--- config.mk ---
export PLATFORM = sky130hd
export DESIGN_NAME = pixel_color_point_filter_flat
export DESIGN_NICKNAME = d
export VERILOG_FILES = /design/src/sv/pcpf_pkg.sv /design/src/sv/pcpf_in_if.sv /design/src/sv/pcpf_out_if.sv /design/src/sv/pcpf_cfg_if.sv /design/src/sv/pixel_color_point_filter.sv /design/src/sv/pcpf_div_stage.sv /design/src/flat_wrapper.sv
export SDC_FILE = /design/constraint.sdc
export NUM_CORES = 2
export LEC_CHECK = 0
export ABC_AREA = 0
export BUFFER_PORTS_ARGS = -buffer_cell sky130_fd_sc_hd__buf_4
export CAP_MARGIN = 20
export CORE_ASPECT_RATIO = 0.5
export CORE_MARGIN = 4
export CORE_UTILIZATION = 25
export CTS_CLUSTER_DIAMETER = 60
export DETAILED_ROUTE_END_ITERATION = 10
export GPL_TIMING_DRIVEN = 0
export PLACE_DENSITY = 0.46
export SETUP_SLACK_MARGIN = 0.2
export SKIP_LAST_GASP = 1
export SYNTH_ARGS = -nofsm -noshare
export SYNTH_HDL_FRONTEND = slang
export SYNTH_SLANG_ARGS = --single-unit
export TNS_END_PERCENT = 1
--- constraint.sdc ---
create_clock -name clk -period 60.7 [get_ports clk]
set_input_delay 12.14 -clock clk [delete_from_list [all_inputs] [get_ports clk]]
set_output_delay 12.14 -clock clk [all_outputs]
set_load 0.005 [all_outputs]
--- src/sv/pcpf_pkg.sv ---
// Shared types and constants of the pixel color point filter.
// No dependencies; every other file imports this package.
package pcpf_pkg;

  localparam int CH_W       = 8;
  localparam int LVL_W      = 9;
  localparam int MODE_W     = 4;
  localparam int IDX_W      = 2;
  localparam int DIV_STAGES = 8;
  localparam int HUE_FULL   = 65280;

  // register indexes
  localparam logic [IDX_W-1:0] REG_MODE  = 2'd0;
  localparam logic [IDX_W-1:0] REG_LEVEL = 2'd1;

  // effect codes
  localparam logic [MODE_W-1:0] MODE_PASS     = 4'd0;
  localparam logic [MODE_W-1:0] MODE_NEGATIVE = 4'd1;
  localparam logic [MODE_W-1:0] MODE_AVG_GREY = 4'd2;
  localparam logic [MODE_W-1:0] MODE_LUMA     = 4'd3;
  localparam logic [MODE_W-1:0] MODE_BRIGHT   = 4'd4;
  localparam logic [MODE_W-1:0] MODE_CONTRAST = 4'd5;
  localparam logic [MODE_W-1:0] MODE_THRESH   = 4'd6;
  localparam logic [MODE_W-1:0] MODE_POSTER   = 4'd7;
  localparam logic [MODE_W-1:0] MODE_HUE      = 4'd8;
  localparam logic [MODE_W-1:0] MODE_SPLASH   = 4'd9;

  // one stage of the divider pipeline: hue division and three posterize divisions
  typedef struct packed {
    logic             vld;
    logic [7:0]       r;
    logic [7:0]       g;
    logic [7:0]       b;
    logic [7:0]       mx;
    logic [7:0]       mn;
    logic [7:0]       dl;
    logic [7:0]       y;
    logic [23:0]      basic;
    logic [26:0]      hrem;
    logic [26:0]      hdsh;
    logic [15:0]      hq;
    logic [2:0][15:0] prem;
    logic [30:0]      pdsh;
    logic [2:0][15:0] pq;
  } div_t;

endpackage

--- src/sv/pcpf_in_if.sv ---
// Input pixel channel: valid/ready handshake and one RGB word.
// Depends on pcpf_pkg.
interface pcpf_in_if;
  import pcpf_pkg::*;
  logic            valid;
  logic            ready;
  logic [CH_W-1:0] red_in;
  logic [CH_W-1:0] green_in;
  logic [CH_W-1:0] blue_in;
  modport source (output valid, output red_in, output green_in, output blue_in, input ready);
  modport sink   (input valid, input red_in, input green_in, input blue_in, output ready);
endinterface

--- src/sv/pcpf_out_if.sv ---
// Output pixel channel: valid/ready handshake and one filtered RGB word.
// Depends on pcpf_pkg.
interface pcpf_out_if;
  import pcpf_pkg::*;
  logic            valid;
  logic            ready;
  logic [CH_W-1:0] red_out;
  logic [CH_W-1:0] green_out;
  logic [CH_W-1:0] blue_out;
  modport source (output valid, output red_out, output green_out, output blue_out, input ready);
  modport sink   (input valid, input red_out, input green_out, input blue_out, output ready);
endinterface

--- src/sv/pcpf_cfg_if.sv ---
// Configuration write channel: register index and write data.
// Depends on pcpf_pkg.
interface pcpf_cfg_if;
  import pcpf_pkg::*;
  logic             valid;
  logic             ready;
  logic [IDX_W-1:0] index;
  logic [LVL_W-1:0] data;
  modport source (output valid, output index, output data, input ready);
  modport sink   (input valid, input index, input data, output ready);
endinterface

--- src/sv/pixel_color_point_filter.sv ---
// Pixel color point filter top level: config registers and the pixel pipeline.
// Depends on pcpf_pkg, pcpf_in_if, pcpf_out_if, pcpf_cfg_if, pcpf_div_stage.
//
//   port      dir  word                          handshake
//   in_pix    in   red_in, green_in, blue_in     valid/ready
//   out_pix   out  red_out, green_out, blue_out  valid/ready
//   cfg_wr    in   index, data                   valid/ready (ready always high)
//
// One pixel per clock while out_pix is not stalled; 13 register stages (capture,
// prepare, 8 divider stages of 2 quotient bits, 2 hue stages, output). The 16-bit
// hue quotient sets the depth. Reset clears the config registers and all valid
// bits. A stall on out_pix freezes every stage at once; nothing is dropped.
module pixel_color_point_filter (
  input  logic      clk,
  input  logic      rst_n,
  pcpf_in_if.sink   in_pix,
  pcpf_out_if.source out_pix,
  pcpf_cfg_if.sink  cfg_wr
);
  import pcpf_pkg::*;

  typedef struct packed {
    logic            vld;
    logic [7:0]      r;
    logic [7:0]      g;
    logic [7:0]      b;
    logic [7:0]      mx;
    logic [7:0]      mn;
    logic [7:0]      dl;
    logic [7:0]      y;
    logic [23:0]     basic;
    logic [2:0][7:0] post;
    logic            keep;
    logic [2:0]      k;
    logic [15:0]     f;
  } post_a_t;

  typedef struct packed {
    logic            vld;
    logic [7:0]      r;
    logic [7:0]      g;
    logic [7:0]      b;
    logic [7:0]      mx;
    logic [7:0]      mn;
    logic [7:0]      dl;
    logic [7:0]      y;
    logic [23:0]     basic;
    logic [2:0][7:0] post;
    logic            keep;
    logic [2:0]      k;
    logic [23:0]     p1;
    logic [23:0]     p2;
  } post_b_t;

  logic [MODE_W-1:0] mode_r;
  logic [LVL_W-1:0]  level_r;
  logic [LVL_W-1:0]  lvl;
  logic              en;
  logic [15:0]       pd;
  logic [15:0]       hue_c;

  // configuration
  assign cfg_wr.ready = 1'b1;

  always_ff @(posedge clk) begin
    if (!rst_n) begin
      mode_r  <= MODE_PASS;
      level_r <= '0;
    end else if (cfg_wr.valid) begin
      unique case (cfg_wr.index)
        REG_MODE:  mode_r  <= cfg_wr.data[MODE_W-1:0];
        REG_LEVEL: level_r <= cfg_wr.data;
        default: ;
      endcase
    end
  end

  assign lvl   = (level_r > 9'd256) ? 9'd256 : level_r;
  assign pd    = 16'd2048 + 16'(lvl) * 16'd120;
  assign hue_c = 16'({lvl, 8'd0} - {8'd0, lvl});

  // global advance: the whole pipe moves unless the output word is held
  logic out_valid_r;
  assign en           = !out_valid_r || out_pix.ready;
  assign in_pix.ready = en;

  // stage 0: capture
  logic       s0_vld_r;
  logic [7:0] s0_r_r, s0_g_r, s0_b_r;

  always_ff @(posedge clk) begin
    if (!rst_n) begin
      s0_vld_r <= 1'b0;
    end else if (en) begin
      s0_vld_r <= in_pix.valid;
      s0_r_r   <= in_pix.red_in;
      s0_g_r   <= in_pix.green_in;
      s0_b_r   <= in_pix.blue_in;
    end
  end

  // stage 1: extrema, hue numerator, luma, divider operands, simple effects
  function automatic logic [7:0] bright(input logic [7:0] x, input logic [8:0] l);
    logic signed [10:0] t;
    t = $signed({3'b0, x}) + $signed({2'b0, l}) - 11'sd128;
    if (t < 0) return 8'd0;
    if (t > 11'sd255) return 8'd255;
    return t[7:0];
  endfunction

  function automatic logic [7:0] contrast(input logic [7:0] x, input logic [8:0] l);
    logic signed [9:0]  xs;
    logic signed [10:0] l3;
    logic signed [21:0] v;
    xs = $signed({2'b0, x}) - 10'sd128;
    l3 = $signed({2'b0, l} + {1'b0, l, 1'b0});
    v  = xs * l3;
    v  = v + 22'sd32768;
    if (v < 0) return 8'd0;
    if (v[21:16] != 6'd0) return 8'd255;
    return v[15:8];
  endfunction

  div_t              s1_nxt;
  div_t              s1_r;
  logic [7:0]        mx, mn, dl;
  logic [10:0]       dd;
  logic signed [11:0] hs;
  logic [23:0]       luma;
  logic [9:0]        sum3;
  logic [19:0]       avg_p;
  logic [7:0]        avg;
  logic              dark;
  logic [2:0][7:0]   pix;

  always_comb begin
    pix  = {s0_b_r, s0_g_r, s0_r_r};
    mx   = (s0_r_r >= s0_g_r) ? s0_r_r : s0_g_r;
    if (s0_b_r > mx) mx = s0_b_r;
    mn   = (s0_r_r <= s0_g_r) ? s0_r_r : s0_g_r;
    if (s0_b_r < mn) mn = s0_b_r;
    dl   = mx - mn;
    dd   = {2'b0, dl, 1'b0} + {1'b0, dl, 2'b0};
    if (s0_r_r == mx) begin
      hs = $signed({4'd0, s0_g_r}) - $signed({4'd0, s0_b_r});
      if (hs < 0) hs = hs + $signed({1'b0, dd});
    end else if (s0_g_r == mx) begin
      hs = $signed({3'd0, dl, 1'b0}) + $signed({4'd0, s0_b_r}) - $signed({4'd0, s0_r_r});
    end else begin
      hs = $signed({2'd0, dl, 2'b0}) + $signed({4'd0, s0_r_r}) - $signed({4'd0, s0_g_r});
    end

    luma  = 24'(s0_r_r) * 24'd19595 + 24'(s0_g_r) * 24'd38470 + 24'(s0_b_r) * 24'd7471;
    sum3  = 10'(s0_r_r) + 10'(s0_g_r) + 10'(s0_b_r);
    avg_p = 20'(sum3) * 20'd683;
    avg   = avg_p[18:11];
    dark  = {1'b0, luma} < ({lvl, 16'd0} - {8'd0, lvl, 8'd0});

    s1_nxt.vld  = s0_vld_r;
    s1_nxt.r    = s0_r_r;
    s1_nxt.g    = s0_g_r;
    s1_nxt.b    = s0_b_r;
    s1_nxt.mx   = mx;
    s1_nxt.mn   = mn;
    s1_nxt.dl   = dl;
    s1_nxt.y    = luma[23:16];
    s1_nxt.hrem = {hs[10:0], 16'd0} - {8'd0, hs[10:0], 8'd0};
    s1_nxt.hdsh = {1'b0, dd, 15'd0};
    s1_nxt.hq   = '0;
    s1_nxt.pdsh = {pd, 15'd0};
    for (int i = 0; i < 3; i++) begin
      s1_nxt.prem[i] = {pix[i], 8'd0};
      s1_nxt.pq[i]   = '0;
    end

    case (mode_r)
      MODE_NEGATIVE: s1_nxt.basic = ~{s0_b_r, s0_g_r, s0_r_r};
      MODE_AVG_GREY: s1_nxt.basic = {avg, avg, avg};
      MODE_LUMA:     s1_nxt.basic = {3{luma[23:16]}};
      MODE_BRIGHT:   s1_nxt.basic = {bright(s0_b_r, lvl), bright(s0_g_r, lvl),
                                     bright(s0_r_r, lvl)};
      MODE_CONTRAST: s1_nxt.basic = {contrast(s0_b_r, lvl), contrast(s0_g_r, lvl),
                                     contrast(s0_r_r, lvl)};
      MODE_THRESH:   s1_nxt.basic = dark ? 24'd0 : 24'hFFFFFF;
      default:       s1_nxt.basic = {s0_b_r, s0_g_r, s0_r_r};
    endcase
  end

  always_ff @(posedge clk) begin
    if (!rst_n) begin
      s1_r.vld <= 1'b0;
    end else if (en) begin
      s1_r <= s1_nxt;
    end
  end

  // divider stages
  div_t dchain [DIV_STAGES+1];
  assign dchain[0] = s1_r;

  for (genvar k = 0; k < DIV_STAGES; k++) begin : g_div
    pcpf_div_stage u_stage (
      .clk   (clk),
      .rst_n (rst_n),
      .en    (en),
      .d_i   (dchain[k]),
      .d_o   (dchain[k+1])
    );
  end

  // stage A: rotate hue, sector split, splash distance, posterize rebuild
  div_t        dv;
  post_a_t     a_nxt, a_r;
  logic [15:0] hq;
  logic [16:0] hr;
  logic [18:0] s6;
  logic [15:0] hue_dist;
  logic [20:0] pp;

  assign dv = dchain[DIV_STAGES];

  always_comb begin
    hq = (dv.dl == 8'd0) ? 16'd0 : dv.hq;
    hr = {1'b0, hq} + {1'b0, hue_c};
    if (hr >= 17'(HUE_FULL)) hr = hr - 17'(HUE_FULL);
    s6 = {1'b0, hr[15:0], 2'b0} + {2'b0, hr[15:0], 1'b0};

    a_nxt.vld   = dv.vld;
    a_nxt.r     = dv.r;
    a_nxt.g     = dv.g;
    a_nxt.b     = dv.b;
    a_nxt.mx    = dv.mx;
    a_nxt.mn    = dv.mn;
    a_nxt.dl    = dv.dl;
    a_nxt.y     = dv.y;
    a_nxt.basic = dv.basic;

    if (s6 >= 19'(5 * HUE_FULL)) begin
      a_nxt.k = 3'd5; a_nxt.f = 16'(s6 - 19'(5 * HUE_FULL));
    end else if (s6 >= 19'(4 * HUE_FULL)) begin
      a_nxt.k = 3'd4; a_nxt.f = 16'(s6 - 19'(4 * HUE_FULL));
    end else if (s6 >= 19'(3 * HUE_FULL)) begin
      a_nxt.k = 3'd3; a_nxt.f = 16'(s6 - 19'(3 * HUE_FULL));
    end else if (s6 >= 19'(2 * HUE_FULL)) begin
      a_nxt.k = 3'd2; a_nxt.f = 16'(s6 - 19'(2 * HUE_FULL));
    end else if (s6 >= 19'(HUE_FULL)) begin
      a_nxt.k = 3'd1; a_nxt.f = 16'(s6 - 19'(HUE_FULL));
    end else begin
      a_nxt.k = 3'd0; a_nxt.f = s6[15:0];
    end

    hue_dist = (hq > hue_c) ? hq - hue_c : hue_c - hq;
    if (hue_dist > 16'd32512) hue_dist = 16'(HUE_FULL) - hue_dist;
    a_nxt.keep = hue_dist < 16'd5120;

    pp = '0;
    for (int i = 0; i < 3; i++) begin
      pp = 21'(dv.pq[i][4:0]) * 21'(pd);
      a_nxt.post[i] = pp[15:8];
    end
  end

  always_ff @(posedge clk) begin
    if (!rst_n) begin
      a_r.vld <= 1'b0;
    end else if (en) begin
      a_r <= a_nxt;
    end
  end

  // stage B: interpolation products
  post_b_t b_nxt, b_r;

  always_comb begin
    b_nxt.vld   = a_r.vld;
    b_nxt.r     = a_r.r;
    b_nxt.g     = a_r.g;
    b_nxt.b     = a_r.b;
    b_nxt.mx    = a_r.mx;
    b_nxt.mn    = a_r.mn;
    b_nxt.dl    = a_r.dl;
    b_nxt.y     = a_r.y;
    b_nxt.basic = a_r.basic;
    b_nxt.post  = a_r.post;
    b_nxt.keep  = a_r.keep;
    b_nxt.k     = a_r.k;
    b_nxt.p1    = 24'(a_r.dl) * 24'(a_r.f);
    b_nxt.p2    = 24'(a_r.dl) * 24'(16'(HUE_FULL) - a_r.f);
  end

  always_ff @(posedge clk) begin
    if (!rst_n) begin
      b_r.vld <= 1'b0;
    end else if (en) begin
      b_r <= b_nxt;
    end
  end

  // output stage: ceil division by 65280 as ceil by 256, then ceil by 255
  function automatic logic [7:0] ceil_div(input logic [23:0] p);
    logic [23:0] c;
    logic [31:0] m;
    c = (p + 24'd255) >> 8;
    m = 32'(c[15:0] + 16'd254) * 32'd32897;
    return m[30:23];
  endfunction

  logic [7:0]  qv, tv;
  logic [23:0] o_nxt;
  logic [23:0] o_r;

  always_comb begin
    qv = b_r.mx - ceil_div(b_r.p1);
    tv = b_r.mx - ceil_div(b_r.p2);
    case (mode_r)
      MODE_POSTER: o_nxt = b_r.post;
      MODE_HUE: begin
        if (b_r.dl == 8'd0) begin
          o_nxt = {b_r.b, b_r.g, b_r.r};
        end else begin
          case (b_r.k)
            3'd0:    o_nxt = {b_r.mn, tv, b_r.mx};
            3'd1:    o_nxt = {b_r.mn, b_r.mx, qv};
            3'd2:    o_nxt = {tv, b_r.mx, b_r.mn};
            3'd3:    o_nxt = {b_r.mx, qv, b_r.mn};
            3'd4:    o_nxt = {b_r.mx, b_r.mn, tv};
            default: o_nxt = {qv, b_r.mn, b_r.mx};
          endcase
        end
      end
      MODE_SPLASH: o_nxt = b_r.keep ? {b_r.b, b_r.g, b_r.r} : {3{b_r.y}};
      default:     o_nxt = b_r.basic;
    endcase
  end

  always_ff @(posedge clk) begin
    if (!rst_n) begin
      out_valid_r <= 1'b0;
    end else if (en) begin
      out_valid_r <= b_r.vld;
      o_r         <= o_nxt;
    end
  end

  assign out_pix.valid     = out_valid_r;
  assign out_pix.red_out   = o_r[7:0];
  assign out_pix.green_out = o_r[15:8];
  assign out_pix.blue_out  = o_r[23:16];
endmodule

--- src/sv/pcpf_div_stage.sv ---
// One registered stage of the restoring dividers: two quotient bits per word.
// Depends on pcpf_pkg (div_t).
module pcpf_div_stage (
  input  logic           clk,
  input  logic           rst_n,
  input  logic           en,
  input  pcpf_pkg::div_t d_i,
  output pcpf_pkg::div_t d_o
);
  import pcpf_pkg::*;

  div_t d_r;
  div_t d_mid;
  div_t d_nxt;

  function automatic div_t div_step(input div_t d);
    div_t o;
    logic hb;
    o  = d;
    hb = (d.hrem >= d.hdsh);
    if (hb) o.hrem = d.hrem - d.hdsh;
    o.hq   = {d.hq[14:0], hb};
    o.hdsh = d.hdsh >> 1;
    for (int i = 0; i < 3; i++) begin
      if ({15'd0, d.prem[i]} >= d.pdsh) begin
        o.prem[i] = d.prem[i] - d.pdsh[15:0];
        o.pq[i]   = {d.pq[i][14:0], 1'b1};
      end else begin
        o.pq[i]   = {d.pq[i][14:0], 1'b0};
      end
    end
    o.pdsh = d.pdsh >> 1;
    return o;
  endfunction

  always_comb begin
    d_mid = div_step(d_i);
    d_nxt = div_step(d_mid);
  end

  always_ff @(posedge clk) begin
    if (!rst_n) begin
      d_r.vld <= 1'b0;
    end else if (en) begin
      d_r <= d_nxt;
    end
  end

  assign d_o = d_r;
endmodule
--- src/flat_wrapper.sv ---
// flat-port wrapper written by rule: the top's interface ports become plain ports
module pixel_color_point_filter_flat import pcpf_pkg::*;
  (clk, rst_n, in_pix_valid, in_pix_red_in, in_pix_green_in, in_pix_blue_in, in_pix_ready, out_pix_valid, out_pix_red_out, out_pix_green_out, out_pix_blue_out, out_pix_ready, cfg_wr_valid, cfg_wr_index, cfg_wr_data, cfg_wr_ready);
  pcpf_in_if in_pix_i ();
  pcpf_out_if out_pix_i ();
  pcpf_cfg_if cfg_wr_i ();
  input  logic clk;
  input  logic rst_n;
  input wire logic [$bits(in_pix_i.valid)-1:0] in_pix_valid;
  input wire logic [$bits(in_pix_i.red_in)-1:0] in_pix_red_in;
  input wire logic [$bits(in_pix_i.green_in)-1:0] in_pix_green_in;
  input wire logic [$bits(in_pix_i.blue_in)-1:0] in_pix_blue_in;
  output wire logic [$bits(in_pix_i.ready)-1:0] in_pix_ready;
  output wire logic [$bits(out_pix_i.valid)-1:0] out_pix_valid;
  output wire logic [$bits(out_pix_i.red_out)-1:0] out_pix_red_out;
  output wire logic [$bits(out_pix_i.green_out)-1:0] out_pix_green_out;
  output wire logic [$bits(out_pix_i.blue_out)-1:0] out_pix_blue_out;
  input wire logic [$bits(out_pix_i.ready)-1:0] out_pix_ready;
  input wire logic [$bits(cfg_wr_i.valid)-1:0] cfg_wr_valid;
  input wire logic [$bits(cfg_wr_i.index)-1:0] cfg_wr_index;
  input wire logic [$bits(cfg_wr_i.data)-1:0] cfg_wr_data;
  output wire logic [$bits(cfg_wr_i.ready)-1:0] cfg_wr_ready;
  assign in_pix_i.valid = in_pix_valid;
  assign in_pix_i.red_in = in_pix_red_in;
  assign in_pix_i.green_in = in_pix_green_in;
  assign in_pix_i.blue_in = in_pix_blue_in;
  assign in_pix_ready = in_pix_i.ready;
  assign out_pix_valid = out_pix_i.valid;
  assign out_pix_red_out = out_pix_i.red_out;
  assign out_pix_green_out = out_pix_i.green_out;
  assign out_pix_blue_out = out_pix_i.blue_out;
  assign out_pix_i.ready = out_pix_ready;
  assign cfg_wr_i.valid = cfg_wr_valid;
  assign cfg_wr_i.index = cfg_wr_index;
  assign cfg_wr_i.data = cfg_wr_data;
  assign cfg_wr_ready = cfg_wr_i.ready;
  pixel_color_point_filter u_core (.clk(clk), .rst_n(rst_n), .in_pix(in_pix_i), .out_pix(out_pix_i), .cfg_wr(cfg_wr_i));
endmodule
== Word level (Yosys, flattened, before mapping) ==
Index checks and enable logic that the tools add are counted.

* Flip-flop bits (word level): 1941
* Bits in latches: 0
* Memory bits (writable): 0
* Memory bits (read-only): 0
* Input port bits: 40
* Output and inout bits: 27
* Word-level logic and storage cells: 576
* Memories kept: 0

* $add $sub $neg: 107
* Multipliers: 15
* Div/mod/pow operators: 0
* Order comparisons: 89
* Equal/unequal tests: 16
* Shift operators: 0
* Muxes and demuxes: 152
* Bitwise logic cells: 1
* Reductions and logical operators: 13

{| class="wikitable"
|+ Operators by type and width
! kind !! count
|-
| $mux 16 || 50
|-
| $sub 16x16->16 || 47
|-
| $mux 27 || 15
|-
| $mux 8 || 28
|-
| $pmux 24 s6 || 1
|-
| $pmux 24 s5 || 1
|-
| $sub 16x16->16 const B || 6
|-
| $ge 16x31->1 || 3
|-
| $ge 16x30->1 || 3
|-
| $ge 16x29->1 || 3
|-
| $ge 16x28->1 || 3
|-
| $ge 16x27->1 || 3
|-
| $ge 16x26->1 || 3
|-
| $ge 16x25->1 || 3
|-
| $ge 16x24->1 || 3
|-
| $mux 24 || 3
|-
| $pmux 24 s3 || 1
|-
| $ge 16x23->1 || 3
|-
| $ge 16x22->1 || 3
|-
| $lt 22x1->1 const B || 3
|-
| $mul 32x16->31 const B || 2
|-
| $add 20x17->21 const B || 3
|-
| $ge 16x21->1 || 3
|-
| $ge 16x20->1 || 3
|-
| other kinds (106) || 197
|}

== Depth between registers and ports, before layout ==
* Depth after elaboration: 13
* Gate-level depth with buffers: 45
* Mapped depth without buffers: 43

== Hierarchy ==
A second synthesis with hierarchy kept.

* Cell total of the unflattened synthesis: 18591
* Area, all modules: 200750.0 um^2

{| class="wikitable"
|+ By module, submodules not included
! module !! instances !! cells an instance !! area each (um^2) !! seq. area each (um^2)
|-
| pcpf_div_stage at u_core.g_div[0].u_stage ... || 5 || 1505 || 17199.0 || 8217.9
|-
| pixel_color_point_filter || 1 || 6514 || 62969.1 || 13723.2
|-
| pcpf_div_stage at u_core.g_div[3].u_stage || 1 || 1559 || 17441.7 || 8217.9
|-
| pcpf_div_stage at u_core.g_div[4].u_stage || 1 || 1510 || 17219.0 || 8217.9
|-
| pcpf_div_stage at u_core.g_div[5].u_stage || 1 || 1483 || 17125.2 || 8217.9
|}

== Least setup slack after synthesis ==
OpenSTA, ideal clock, no wires.

* Path type: input to register
* From: in out_pix_ready
* To: reg u_core.a_r[100] (netlist name), enable pin
* Setup time: 2.170 ns
* Data arrival time: 48.292 ns
* Data required time: 58.530 ns
* Setup slack: 10.238 ns
* Stages: 4
* Path buffers: 1
* Cells stage by stage: nor2b_1 > inv_1 > clkbuf_1 > and2_1

* Word-level cells in the longest chain between the ends: 2

{| class="wikitable"
|+ Ends and longest elaborated chain
! item !! line !! source
|-
| from (decl) || flat_wrapper.sv:18 || <nowiki>input wire logic [$bits(out_pix_i.ready)-1:0] out_pix_ready;</nowiki>
|-
| $logic_or 1x1->1 || pixel_color_point_filter.sv:84 || <nowiki>assign en = !out_valid_r || out_pix.ready;</nowiki>
|-
| via in_pix_ready || flat_wrapper.sv:13 || <nowiki>output wire logic [$bits(in_pix_i.ready)-1:0] in_pix_ready;</nowiki>
|-
| $reduce_and 2->1 (no source line) || - ||
|-
| to (signal assigned) || pixel_color_point_filter.sv:267 || <nowiki>a_r <= a_nxt;</nowiki>
|-
| to (decl) || pixel_color_point_filter.sv:213 || <nowiki>post_a_t a_nxt, a_r;</nowiki>
|}

The timed path passes the listed nets, and every way through them passes these cells.
A chain may end at the register's enable or synchronous reset.

== Worst setup path after layout ==
* From: in out_pix_ready
* To: out in_pix_ready

* Word-level cells in the longest chain between the ends: 1

{| class="wikitable"
|+ Ends and longest elaborated chain
! item !! line
|-
| $logic_or 1x1->1 || pixel_color_point_filter.sv:84
|-
| to (decl) || flat_wrapper.sv:13
|}

Every way passes these cells.

==> out/metrics.cfg <==
[timing]
final.period_utilization_pct = 41.7
fmax_mhz = 39.5
clock_skew_ps = 91.8
setup_violations = 0
final-hold-violation-count = 0
rsz0062_at_grt = false
slew_violations = 0
tightestPinTransition_ps = 1230
maxSlewHeadroom_pct = 17.9
fin_crit_ps = 25300

[critical_path]
crit_chain = buf_4, nor2b_1, inv_1, clkbuf_1, buf_4
start_kind = primary input
cpPeakStageDelay_ps = 290
critPathBufInv = 4
cp-end-kind = primary output
path_class = primary input to primary output
cpMostUsedCell = buf_4
critical-path-top-delay-family = buffers and inverters
slowest_stage = nor2b_1
cp_data_required_time_ps = 48560
worstPathArrival_ps = 13160
critPathMaxFanout = 10

[clocking]
htreeDepth = 4
clkLatencyLatePin_ps = 870
post_cts_buffers = 0
clock_path_buffers = 4
clock-sinks = 1614
cts_root_buf = clkbuf_16
clkTransAtPathRegs_ps = 60
cts_resized = 0
tritoncts = done
hold_buffers = 0
numCtsBuffers = 185

[hold_path]
hp-class = flip-flop to flip-flop

[layout]
mostFrequentLayoutCells = edfxtp_1, inv_1, ha_1
final_common_cell = edfxtp_1
drive_gt1_share_pct = 5.77
fin_nets = 13400
fin_util_pct = 28.5
final_area_mm2 = 0.136
area_growth_pct = 13.3

[yosys]
yosys_register_bits = 1614
synth_fp_nets = 13100
synth_top_area_share_pct = 39.8
ys_seq_area_share_pct = 40.2
synthCells = 11000
synthArstFlopShare_pct = 0
syn-cell-area_mm2 = 0.120
yosys-top-cells-area = edfxtp_1, ha_1, fa_1
yosysWarnings = 0
yosys.area.top_type = edfxtp_1
synth_edf_count = 1588
syn_avg_cell_area_um2 = 10.9
synth_top_flop_cell = edfxtp_1
netlist-cell-type-count = 118

[floorplan]
die_w_um = 987
num_io_pins = 67
die_area_mm2 = 0.491
coreArea_mm2 = 0.476
rows = 179
initial_utilization_pct = 25.1
die_h_um = 497

[placement]
gp_congestion = 0.882
portBuffers = 65
placed_cell_area_mm2 = 0.130
place_hpwl_mm = 258

[routing]
routed_wl_mm = 320
firstDrtPassIters = 6
vias = 80200
wl_per_cell_um = 18.0
via_per_inst = 4.50
ant_nets = 0
drt_iter0_markers = 5091
drc_errors = 0

[status]
outcome = complete, no violations

[global_route]
grt_pass1_vias = 81700
grt_max_degree = 76
grt_pass1_wl_mm = 494
gr-total-overflow = 0
grt_usage_pct = 12.8
antenna_found_initial = 23

[job]
maxCapViolCount = 0

area by class of cell:
cell class	count	area, um2
fill	49100	341000
antenna	9	22.5
inverter	1401	5260
clock inverter	120	1100
multi-input combinational	7730	65300
timing repair buffer	133	2030
tap	6335	7930
clock buffer	211	4790
sequential	1614	48200
buffer	262	1030
registers in the layout, indices dropped and copies added (netlist names):
register / flops
u_core.g_div.u_stage.d_o: 1151
u_core.b_r: 154
u_core.a_r: 124
u_core.dchain: 122
u_core.o_r: 24
u_core.level_r: 9
u_core.s0_b_r: 8
u_core.s0_g_r: 8
u_core.s0_r_r: 8
u_core.mode_r: 4
u_core.out_pix.valid: 1
u_core.s0_vld_r: 1
synth_stat cells, types with 26 or more instances:
library cell,n
fa_1,742
nand2_1,949
nor3_1,177
nor2b_1,142
or2_2,54
o21bai_1,71
or4_1,35
a21oi_1,531
nand2b_1,111
and3_1,31
nor2_1,679
xnor2_1,434
ha_1,1294
xor2_1,198
edfxtp_1,1588
inv_1,1391
a211oi_1,43
mux2i_1,63
mux2_2,111
a31oi_1,41
o211ai_1,36
a21boi_0,93
nor4_1,71
dfxtp_1,26
o31ai_1,60
clkbuf_1,226
o21a_1,119
a221oi_1,40
a21o_1,225
nand4_1,89
or3_1,42
and2_1,265
o21ai_0,499
nand3_1,116
through the flow:
stage	worst slack, ps	hold slack (ps)	std cells	TNS (ps)
2_1_floorplan	10240	400	11000	0
3_3_place_gp	-4690	401	17400	-6829530
3_5_place_dp	35390	405	17500	0
4_1_cts	35380	335	17800	0
5_1_grt	35290	332	17800	0
6_report	35400	346	17800	0
routing by layer:
metal / up-vias / GRT usage, % / routed length [um] / share of wire (%)
li1: 39000 / - / - / -
met1: 39300 / 18.1 / 154000 / 48
met2: 1447 / 20.8 / 146000 / 46
met3: 383 / 1.55 / 12800 / 4.0
met4: 2 / 3.13 / 8120 / 2.5
met5: - / 0 / 16 / 0.0050
cell families after synthesis:
kind of cell               synth area share, %
buffers and inverters                     5.25
xor gates and xnor gates                  4.63
other                                  0.00313
adders and majority gates                 25.9
AOI/OAI and AO/OA                         10.9
muxes                                     1.60
DFF                                       40.2
and+or+nand+nor                           11.4
final timing paths:
path	from	to	slack, ps	cells after the start
worst max-delay path	out_pix_ready	in_pix_ready	35400	5
worst min register to register	u_core.g_div[2].u_stage.d_o[238]	u_core.g_div[3].u_stage.d_o[238]	350	0
worst max register to register	u_core.s0_g_r[1]	u_core.dchain[2420]	47440	40
worst min-delay path	u_core.g_div[2].u_stage.d_o[238]	u_core.g_div[3].u_stage.d_o[238]	350	0
Power is not shown: default switching activity piles up to over one toggle a cycle in this logic, so the estimate is an artifact.
